$ cat src/design/ctqm_pkg.sv
`timescale 1ns / 1ps

package ctqm_pkg;

    localparam int QUEUE_DEPTH = 16;
    localparam int MAX_LEN     = 8;
    localparam int HW_BUFFERS  = 3;
    localparam int PTR_W       = $clog2(QUEUE_DEPTH);

    localparam int ID_W    = 29;
    localparam int LEN_W   = 4;
    localparam int DATA_W  = 64;
    localparam int SLOT_W  = ID_W + LEN_W + DATA_W;

    localparam logic [2:0] KIND_WRITE  = 3'd0;
    localparam logic [2:0] KIND_TICK   = 3'd1;
    localparam logic [2:0] KIND_POLL   = 3'd2;
    localparam logic [2:0] KIND_START  = 3'd3;
    localparam logic [2:0] KIND_STOP   = 3'd4;
    localparam logic [2:0] KIND_INIT   = 3'd5;
    localparam logic [2:0] KIND_DEINIT = 3'd6;

    localparam logic [1:0] STATUS_OK     = 2'd0;
    localparam logic [1:0] STATUS_NOT_OK = 2'd1;
    localparam logic [1:0] STATUS_BUSY   = 2'd2;

    localparam logic [1:0] MODE_UNINIT  = 2'd0;
    localparam logic [1:0] MODE_STOPPED = 2'd1;
    localparam logic [1:0] MODE_STARTED = 2'd2;

    localparam logic [1:0] CMD_NONE    = 2'd0;
    localparam logic [1:0] CMD_START   = 2'd1;
    localparam logic [1:0] CMD_STOP    = 2'd2;
    localparam logic [1:0] CMD_RECOVER = 2'd3;

    typedef logic [PTR_W-1:0] t_ptr;

    function automatic t_ptr ring_next(input t_ptr i);
        return (i == t_ptr'(QUEUE_DEPTH - 1)) ? '0 : t_ptr'(i + 1'b1);
    endfunction

    function automatic t_ptr ring_count(input t_ptr head, input t_ptr tail);
        int diff;
        diff = int'(head) - int'(tail);
        if (diff < 0) begin
            diff = diff + QUEUE_DEPTH;
        end
        return t_ptr'(diff);
    endfunction

    function automatic logic [3:0] to_nibble(input t_ptr v);
        logic [PTR_W+3:0] wide;
        wide = {4'b0000, v};
        return wide[3:0];
    endfunction

    function automatic logic [DATA_W-1:0] mask_payload(input logic [DATA_W-1:0] data,
                                                       input logic [LEN_W-1:0] len);
        logic [DATA_W-1:0] res;
        res = '0;
        for (int b = 0; b < 8; b++) begin
            if (LEN_W'(b) < len) begin
                res[8*b +: 8] = data[8*b +: 8];
            end
        end
        return res;
    endfunction

endpackage

$ cat src/design/ctqm_ram.sv
`timescale 1ns / 1ps

module ctqm_ram #(
    parameter int WIDTH = 8,
    parameter int DEPTH = 16
) (
    input  logic                     i_clk,
    input  logic                     i_we,
    input  logic [$clog2(DEPTH)-1:0] i_waddr,
    input  logic [WIDTH-1:0]         i_wdata,
    input  logic [$clog2(DEPTH)-1:0] i_raddr,
    output logic [WIDTH-1:0]         o_rdata
);

    logic [WIDTH-1:0] r_mem [DEPTH];
    logic [WIDTH-1:0] r_rdata;

    always_ff @(posedge i_clk) begin
        if (i_we) begin
            r_mem[i_waddr] <= i_wdata;
        end
        r_rdata <= r_mem[i_raddr];
    end

    assign o_rdata = r_rdata;

endmodule

$ cat src/design/can_tx_queue_mode_controller.sv
`timescale 1ns / 1ps

// CAN transmit front end: mode machine (uninit, stopped, started), bus-off latch and a
// software ring of QUEUE_DEPTH slots (one kept unused) held in a synchronous RAM. One input
// word is taken at a time. A word other than a transmit tick, or a tick that sends nothing,
// gives one result word in the cycle after it is taken. A tick that drains n queued
// frames gives n result words, each passing in order through S_READ (RAM read), S_EMIT
// (capture) and S_OUT (hand-off); an output stall holds S_OUT. The controller_id
// register may be written only while no word is in flight.
module can_tx_queue_mode_controller (
    input  logic        i_clk,
    input  logic        i_rst_n,

    input  logic        i_cfg_we,
    input  logic [7:0]  i_cfg_data,

    input  logic        i_in_valid,
    output logic        o_in_stall,
    input  logic [2:0]  i_kind,
    input  logic [28:0] i_frame_id,
    input  logic [3:0]  i_frame_len,
    input  logic [63:0] i_frame_data,
    input  logic [1:0]  i_hw_free,
    input  logic        i_hw_bus_off,
    input  logic        i_hw_ok,

    output logic        o_out_valid,
    input  logic        i_out_stall,
    output logic [1:0]  o_status,
    output logic        o_tx_valid,
    output logic [28:0] o_tx_id,
    output logic [3:0]  o_tx_len,
    output logic [63:0] o_tx_data,
    output logic        o_last,
    output logic [1:0]  o_mode,
    output logic        o_bus_off_event,
    output logic [7:0]  o_notify_controller,
    output logic [1:0]  o_hw_command,
    output logic [3:0]  o_queue_depth,
    output logic [3:0]  o_high_water
);

    typedef enum logic [1:0] {
        S_IDLE,
        S_READ,
        S_EMIT,
        S_OUT
    } t_state;

    t_state             r_state;
    logic [7:0]         r_ctrl_id;
    logic [1:0]         r_mode;
    logic               r_latch;
    ctqm_pkg::t_ptr     r_head;
    ctqm_pkg::t_ptr     r_tail;
    ctqm_pkg::t_ptr     r_peak;
    logic [1:0]         r_left;
    logic               r_out_valid;

    logic [1:0]         r_status;
    logic               r_tx_valid;
    logic [28:0]        r_tx_id;
    logic [3:0]         r_tx_len;
    logic [63:0]        r_tx_data;
    logic               r_last;
    logic [1:0]         r_mode_out;
    logic               r_event;
    logic [7:0]         r_notify;
    logic [1:0]         r_cmd;
    logic [3:0]         r_depth_out;
    logic [3:0]         r_hw_out;

    logic               in_acc;
    logic               out_acc;

    logic [1:0]         n_mode;
    logic               n_latch;
    ctqm_pkg::t_ptr     n_head;
    ctqm_pkg::t_ptr     n_tail;
    ctqm_pkg::t_ptr     n_peak;
    ctqm_pkg::t_ptr     n_depth;
    logic [1:0]         n_status;
    logic [1:0]         n_cmd;
    logic               n_event;
    logic               n_direct;
    logic               n_enq;
    logic [1:0]         n_send;

    ctqm_pkg::t_ptr     count;
    ctqm_pkg::t_ptr     head_nx;
    logic [1:0]         limit;
    logic [63:0]        masked;

    logic [ctqm_pkg::SLOT_W-1:0] ram_wdata;
    logic [ctqm_pkg::SLOT_W-1:0] ram_rdata;

    assign in_acc  = i_in_valid && (r_state == S_IDLE);
    assign out_acc = r_out_valid && !i_out_stall;

    assign count   = ctqm_pkg::ring_count(r_head, r_tail);
    assign head_nx = ctqm_pkg::ring_next(r_head);
    assign masked  = ctqm_pkg::mask_payload(i_frame_data, i_frame_len);

    always_comb begin
        if (int'(i_hw_free) > ctqm_pkg::HW_BUFFERS) begin
            limit = 2'(ctqm_pkg::HW_BUFFERS);
        end else begin
            limit = i_hw_free;
        end
    end

    always_comb begin
        n_mode   = r_mode;
        n_latch  = r_latch;
        n_head   = r_head;
        n_tail   = r_tail;
        n_peak   = r_peak;
        n_depth  = count;
        n_status = ctqm_pkg::STATUS_OK;
        n_cmd    = ctqm_pkg::CMD_NONE;
        n_event  = 1'b0;
        n_direct = 1'b0;
        n_enq    = 1'b0;
        n_send   = 2'd0;
        case (i_kind)
            ctqm_pkg::KIND_WRITE: begin
                if (r_mode != ctqm_pkg::MODE_STARTED
                        || int'(i_frame_len) > ctqm_pkg::MAX_LEN) begin
                    n_status = ctqm_pkg::STATUS_NOT_OK;
                end else if (i_hw_free != 2'd0) begin
                    n_direct = 1'b1;
                end else if (head_nx == r_tail) begin
                    n_status = ctqm_pkg::STATUS_BUSY;
                end else begin
                    n_enq   = 1'b1;
                    n_head  = head_nx;
                    n_depth = ctqm_pkg::t_ptr'(count + 1'b1);
                    if (n_depth > r_peak) begin
                        n_peak = n_depth;
                    end
                end
            end
            ctqm_pkg::KIND_TICK: begin
                if (r_mode == ctqm_pkg::MODE_STARTED) begin
                    if ({{ctqm_pkg::PTR_W{1'b0}}, limit} < {2'b00, count}) begin
                        n_send = limit;
                    end else begin
                        n_send = 2'(count);
                    end
                    n_depth = ctqm_pkg::t_ptr'(count - n_send);
                end
            end
            ctqm_pkg::KIND_POLL: begin
                if (r_mode == ctqm_pkg::MODE_STARTED) begin
                    if (i_hw_bus_off) begin
                        if (!r_latch) begin
                            n_latch = 1'b1;
                            n_event = 1'b1;
                        end
                    end else begin
                        n_latch = 1'b0;
                    end
                end
            end
            ctqm_pkg::KIND_START: begin
                if (r_mode == ctqm_pkg::MODE_STOPPED) begin
                    if (r_latch) begin
                        n_cmd = ctqm_pkg::CMD_RECOVER;
                        if (!i_hw_ok) begin
                            n_status = ctqm_pkg::STATUS_NOT_OK;
                        end else begin
                            n_latch = 1'b0;
                            n_mode  = ctqm_pkg::MODE_STARTED;
                        end
                    end else begin
                        n_cmd  = ctqm_pkg::CMD_START;
                        n_mode = ctqm_pkg::MODE_STARTED;
                    end
                end else begin
                    n_status = ctqm_pkg::STATUS_NOT_OK;
                end
            end
            ctqm_pkg::KIND_STOP: begin
                if (r_mode == ctqm_pkg::MODE_STARTED) begin
                    n_cmd  = ctqm_pkg::CMD_STOP;
                    n_mode = ctqm_pkg::MODE_STOPPED;
                end else begin
                    n_status = ctqm_pkg::STATUS_NOT_OK;
                end
            end
            ctqm_pkg::KIND_INIT: begin
                if (!i_hw_ok) begin
                    n_mode   = ctqm_pkg::MODE_UNINIT;
                    n_status = ctqm_pkg::STATUS_NOT_OK;
                end else begin
                    n_head  = '0;
                    n_tail  = '0;
                    n_peak  = '0;
                    n_depth = '0;
                    n_latch = 1'b0;
                    n_mode  = ctqm_pkg::MODE_STOPPED;
                end
            end
            ctqm_pkg::KIND_DEINIT: begin
                n_cmd   = ctqm_pkg::CMD_STOP;
                n_mode  = ctqm_pkg::MODE_UNINIT;
                n_latch = 1'b0;
            end
            default: begin
                n_status = ctqm_pkg::STATUS_NOT_OK;
            end
        endcase
    end

    assign ram_wdata = {i_frame_id, i_frame_len, masked};

    ctqm_ram #(
        .WIDTH (ctqm_pkg::SLOT_W),
        .DEPTH (ctqm_pkg::QUEUE_DEPTH)
    ) u_slots (
        .i_clk   (i_clk),
        .i_we    (in_acc && n_enq),
        .i_waddr (r_head),
        .i_wdata (ram_wdata),
        .i_raddr (r_tail),
        .o_rdata (ram_rdata)
    );

    always_ff @(posedge i_clk) begin
        if (!i_rst_n) begin
            r_state     <= S_IDLE;
            r_ctrl_id   <= 8'd0;
            r_mode      <= ctqm_pkg::MODE_UNINIT;
            r_latch     <= 1'b0;
            r_head      <= '0;
            r_tail      <= '0;
            r_peak      <= '0;
            r_left      <= 2'd0;
            r_out_valid <= 1'b0;
        end else begin
            if (i_cfg_we) begin
                r_ctrl_id <= i_cfg_data;
            end
            case (r_state)
                S_IDLE: begin
                    if (in_acc) begin
                        r_mode      <= n_mode;
                        r_latch     <= n_latch;
                        r_head      <= n_head;
                        r_tail      <= n_tail;
                        r_peak      <= n_peak;
                        r_left      <= n_send;
                        r_status    <= n_status;
                        r_cmd       <= n_cmd;
                        r_event     <= n_event;
                        r_notify    <= n_event ? r_ctrl_id : 8'd0;
                        r_mode_out  <= n_mode;
                        r_depth_out <= ctqm_pkg::to_nibble(n_depth);
                        r_hw_out    <= ctqm_pkg::to_nibble(n_peak);
                        r_tx_valid  <= n_direct;
                        r_tx_id     <= n_direct ? i_frame_id : 29'd0;
                        r_tx_len    <= n_direct ? i_frame_len : 4'd0;
                        r_tx_data   <= n_direct ? masked : 64'd0;
                        r_last      <= 1'b1;
                        if (n_send != 2'd0) begin
                            r_state <= S_READ;
                        end else begin
                            r_out_valid <= 1'b1;
                            r_state     <= S_OUT;
                        end
                    end
                end
                S_READ: begin
                    r_state <= S_EMIT;
                end
                S_EMIT: begin
                    r_tx_valid  <= 1'b1;
                    r_tx_id     <= ram_rdata[ctqm_pkg::SLOT_W-1 -: ctqm_pkg::ID_W];
                    r_tx_len    <= ram_rdata[ctqm_pkg::DATA_W +: ctqm_pkg::LEN_W];
                    r_tx_data   <= ram_rdata[ctqm_pkg::DATA_W-1:0];
                    r_last      <= (r_left == 2'd1);
                    r_left      <= r_left - 2'd1;
                    r_tail      <= ctqm_pkg::ring_next(r_tail);
                    r_out_valid <= 1'b1;
                    r_state     <= S_OUT;
                end
                S_OUT: begin
                    if (out_acc) begin
                        r_out_valid <= 1'b0;
                        r_state     <= (r_left != 2'd0) ? S_READ : S_IDLE;
                    end
                end
                default: begin
                    r_state <= S_IDLE;
                end
            endcase
        end
    end

    assign o_in_stall          = (r_state != S_IDLE);
    assign o_out_valid         = r_out_valid;
    assign o_status            = r_status;
    assign o_tx_valid          = r_tx_valid;
    assign o_tx_id             = r_tx_id;
    assign o_tx_len            = r_tx_len;
    assign o_tx_data           = r_tx_data;
    assign o_last              = r_last;
    assign o_mode              = r_mode_out;
    assign o_bus_off_event     = r_event;
    assign o_notify_controller = r_notify;
    assign o_hw_command        = r_cmd;
    assign o_queue_depth       = r_depth_out;
    assign o_high_water        = r_hw_out;

endmodule
$ cat config.mk
export PLATFORM = sky130hd
export DESIGN_NAME = can_tx_queue_mode_controller
export DESIGN_NICKNAME = d
export VERILOG_FILES = /design/src/design/ctqm_pkg.sv /design/src/design/ctqm_ram.sv /design/src/design/can_tx_queue_mode_controller.sv
export SDC_FILE = /design/constraint.sdc
export NUM_CORES = 2
export LEC_CHECK = 0
export BUFFER_PORTS_ARGS = -buffer_cell sky130_fd_sc_hd__buf_2
export CORE_MARGIN = 4
export CORE_UTILIZATION = 40
export CTS_CLUSTER_DIAMETER = 60
export DETAILED_ROUTE_END_ITERATION = 10
export PLACE_DENSITY = 0.52
export SETUP_SLACK_MARGIN = 0.15
export SLEW_MARGIN = 0
export SYNTH_ARGS = -nofsm -noshare
export SYNTH_HDL_FRONTEND = slang
export SYNTH_SLANG_ARGS = --single-unit
$ cat constraint.sdc
create_clock -name i_clk -period 7.3 [get_ports i_clk]
set_input_delay 0.365 -clock i_clk [delete_from_list [all_inputs] [get_ports i_clk]]
set_output_delay 0.365 -clock i_clk [all_outputs]
set_load 0.005 [all_outputs]
==> summary.md <==
| Metric | Value |
|---|---|
| CTS sink cnt | 1799 |
| CP Class | reg -> reg |
| Multi-input logic area | 14180 sq um |
| Synth unique cells | between 60 and 70 |
| Worst Hold Class | in -> reg |
| Reg area | 52780 sq um |
| Final HPWL DP | 84080 um |
| Setup TNS | 0 ns |
| Max clock buf depth | 3 |
| Initial core utilization | 40.32% |
| Flops & latches, synth | ~1800 |
| Pint | 0.01891 W |
| PortBufs | between 200 and 250 |
| Mapped Area | about 68000 sq um |
| Synthesized instance count | slightly below 3000 |
| Data arrival, critical path | 5.26 ns |
| Die Y | 419.0 um |
| Gates resized, CTS repair | 0 |
| Synth async-reset ratio | 0% |
| Syn nets | 3043 |
| 1st-iter DRT viols | 3107 |
| Layout cells sized above 1 | between 30% and 40% |
| Main synth FF type | edfxtp_1 |
| Sw Ratio | around 22% |
| Final worst path period share | about two thirds |
| All-Layer GR Usage | between 10% and 20% |
| Clock-pin slew on the worst setup and hold paths | 0.06 ns |
| WL final | 167200 um |
| Vias per cell | 5.588 |
| Num rows | 150 |
| Sequential Power Share | 48.2% |
| Crit end category | flop |
| Synth area leader | edfxtp_1 |
| Clk_skew | 0.02515 ns |
| Antenna viol nets, final | 0 |
| Leakage dissipation | 24.62 nW |
| Post-synth EDFFs | 1674 |
| Avg WL per Cell | 29.54 um |
| Switching power | 0.005464 W |
| Power per cell area | 309.2 nW/um^2 |
| Placer Congestion | slightly below 0.8 |
| Worst setup SP type | flop |
| Cts hold-fix bufs | 51 |
| Slew @ Worst Pin | around 1.2 ns |
| CTS tree | done |
| Antenna violations before repair | 11 |
| Synth-to-Final Area Change | 16.68% |
| Die area | 175600 sq um |
| Synth Warn # | 0 |
| Syn_area_per_cell | 23.29 sq um |
| Peak supply drop | 211.9 uV |
| Pre-antenna DRT Iters | 6 |
| RSZ-0062 raised after global routing | no |
| Largest net degree at the start of global routing | 136 |
| Drt drc | 0 |
| Worst-Skew Late Latency | 0.82 ns |
| Max transition margin | between 20% and 30% |
| Gate power share | 10.3% |
| Fin nets | 3430 |
| Final core occ | 47.05% |
| CTS Buf Count | 192 |
| Status | finished, final reports clean |
| Number of global-route vias before repair | 33930 |
| Hold Fails Final Rpt | 0 |
| Fill count | 13680 |
| CP peak stage delay | 1.11 ns |
| Sequential fraction of the synthesis area | 78.09% |
| Crit path cell chain | inv_1 > fa_1 > inv_1 > ha_1 > o21a_1 > o21ai_1 > nor3b_2 > mux2i_1 > ha_1 > a21oi_1 > a31o_2 > a21oi_1 > a31oi_1 > o221ai_1 |
| Slowest-stage cell, CP | dfxtp_4 |
| IO Count | roughly 240 |
| Max capacitance violation total | 0 |
| Final Setup Violations | 0 |
| First-pass GRT wire length | 242100 um |
| Ranking of synthesized cells by area | edfxtp_1, mux4_2, dfxtp_1 |
| Worst Path Max Fanout | 68 |
| Final Max Tran Viols | 0 |
| Top cell type's share of synthesized area | 74.39% |
| Core Footprint | around 170000 sq um |
| CP required | slightly below 8 ns |
| CTS H-Tree Depth | 4 |
| Fmax | 211.7 MHz |
| Setup Buffers After CTS | 0 |
| Via Count | 31640 |
| Final worst path period need | 4.724 ns |
| Total gr overflow | 0 |
| Clock power share | approximately two fifths |
| Die W | 419.0 um |
| Clk root buf | clkbuf_16 |
## power by group through the flow
stage          sequential (W)  clock (W)  combinational [W]
6_report               0.0117     0.0101            0.00250
5_1_grt                0.0118     0.0108            0.00272
4_1_cts                0.0117     0.0104            0.00258
3_5_place_dp           0.0120          0            0.00254
3_3_place_gp           0.0120          0            0.00251
2_1_floorplan          0.0119          0            0.00174
## cells in the final DEF, fill, tap and decap left out, drive strengths merged, types with 4 or more instances in the layout
cell	n
or3	4
o21ai	14
mux2i	13
nor2b	10
nand3	10
nor3	6
xnor2	6
and3	17
dlygate4sd3	51
clkinv	66
o211ai	4
clkinvlp	7
dfxtp	125
nor2	39
a22o	99
and2	75
inv	36
a21oi	26
edfxtp	1674
clkbuf	246
ha	22
nand2	32
buf	293
nand2b	8
mux4	485
bufinv	30
o221ai	4
## per-layer routing
layer | wire [um] | track usage (%) | vias up
met5 | 0 | 0 | -
met4 | 3669 | 5.398 | 0
met3 | 7878 | 2.807 | 237
met2 | 84470 | 32.07 | 914
met1 | 71210 | 26.23 | 17360
li1 | - | - | 13130
## kinds of logic (layout without fill, tap and decap cells)
family | Yosys count | count (layout) | share of synthesized area [%]
adder cells (fa/ha/maj) | 24 | 24 | 0.4666
other | 0 | 2 | 0
XOR/XNOR | 9 | 9 | 0.1278
flip-flops | 1799 | 1799 | 78.09
AND/OR/NAND/NOR | 215 | 215 | 1.737
multiplexers | 501 | 501 | 16.41
AO/OA/AOI/OAI | 178 | 178 | 2.088
buffers and inverters | 176 | 729 | 1.085
## final timing paths
kind                                        startpoint                         end  slack [ns]  cells past startpoint
worst min register to register  r_peak[0]$_SDFFE_PN0P_      r_peak[0]$_SDFFE_PN0P_        0.49                      2
worst min-delay path                         i_kind[0]   o_hw_command[0]$_DFFE_PP_        0.09                      3
worst max-delay path            r_tail[1]$_SDFFE_PN0P_  o_queue_depth[3]$_DFFE_PP_        2.58                     14
worst max register to register  r_tail[1]$_SDFFE_PN0P_  o_queue_depth[3]$_DFFE_PP_        2.58                     14
## registers in the layout (all words and copies together), names as in the netlist, 8 cells and up
register and flops:
o_tx_id 29, u_slots.o_rdata 97, r_ctrl_id 8, u_slots.r_mem 1552, o_notify_controller 8, o_tx_data 64
## synth_stat cells, types with 22 or more instances
| cell type | count |
|---|---|
| edfxtp_1 | 1674 |
| mux4_2 | 485 |
| dfxtp_1 | 125 |
| a22o_1 | 99 |
| clkbuf_1 | 83 |
| and2_1 | 74 |
| buf_2 | 46 |
| nor2_1 | 39 |
| nand2_1 | 32 |
| a21oi_1 | 26 |
| ha_1 | 22 |
| inv_1 | 22 |
## per-stage QoR
| step | hold WS (ns) | std cells | setup WS [ns] | area (sq um) | power, W |
|---|---|---|---|---|---|
| 2_1_floorplan | 0.4515 | 2902 | 1.555 | 67580 | 0.01364 |
| 3_3_place_gp | 0.4727 | 5248 | 2.605 | 71670 | 0.01447 |
| 3_5_place_dp | 0.4796 | 5248 | 2.576 | 71670 | 0.01451 |
| 4_1_cts | 0.006373 | 5659 | 2.585 | 78840 | 0.02471 |
| 5_1_grt | 0.07123 | 5661 | 2.328 | 78850 | 0.02532 |
| 6_report | 0.08669 | 5661 | 2.576 | 78850 | 0.02438 |
## layout make-up
type / instances / area share, %
Tap cell: 2204 / 3.497
Clock inverter: 114 / 1.847
Clock buffer: 246 / 6.598
Antenna cell: 2 / 0.006347
Multi-Input combinational cell: 927 / 17.99
Inverter: 25 / 0.1285
Timing Repair Buffer: 344 / 2.993
Sequential cell: 1799 / 66.94
## critical path: cells and delay by family (launching register included)
| kind | cells | cell delay (ns) |
|---|---|---|
| and+or+nand+nor | 1 | 0.31 |
| buffers and inverters | 2 | 0.34 |
| AOI/OAI and AO/OA | 7 | 0.95 |
| muxes | 1 | 0.43 |
| adders and majority gates | 3 | 1.32 |
| DFF | 1 | 1.11 |
Note: power is estimated with default switching activity, not from simulation.
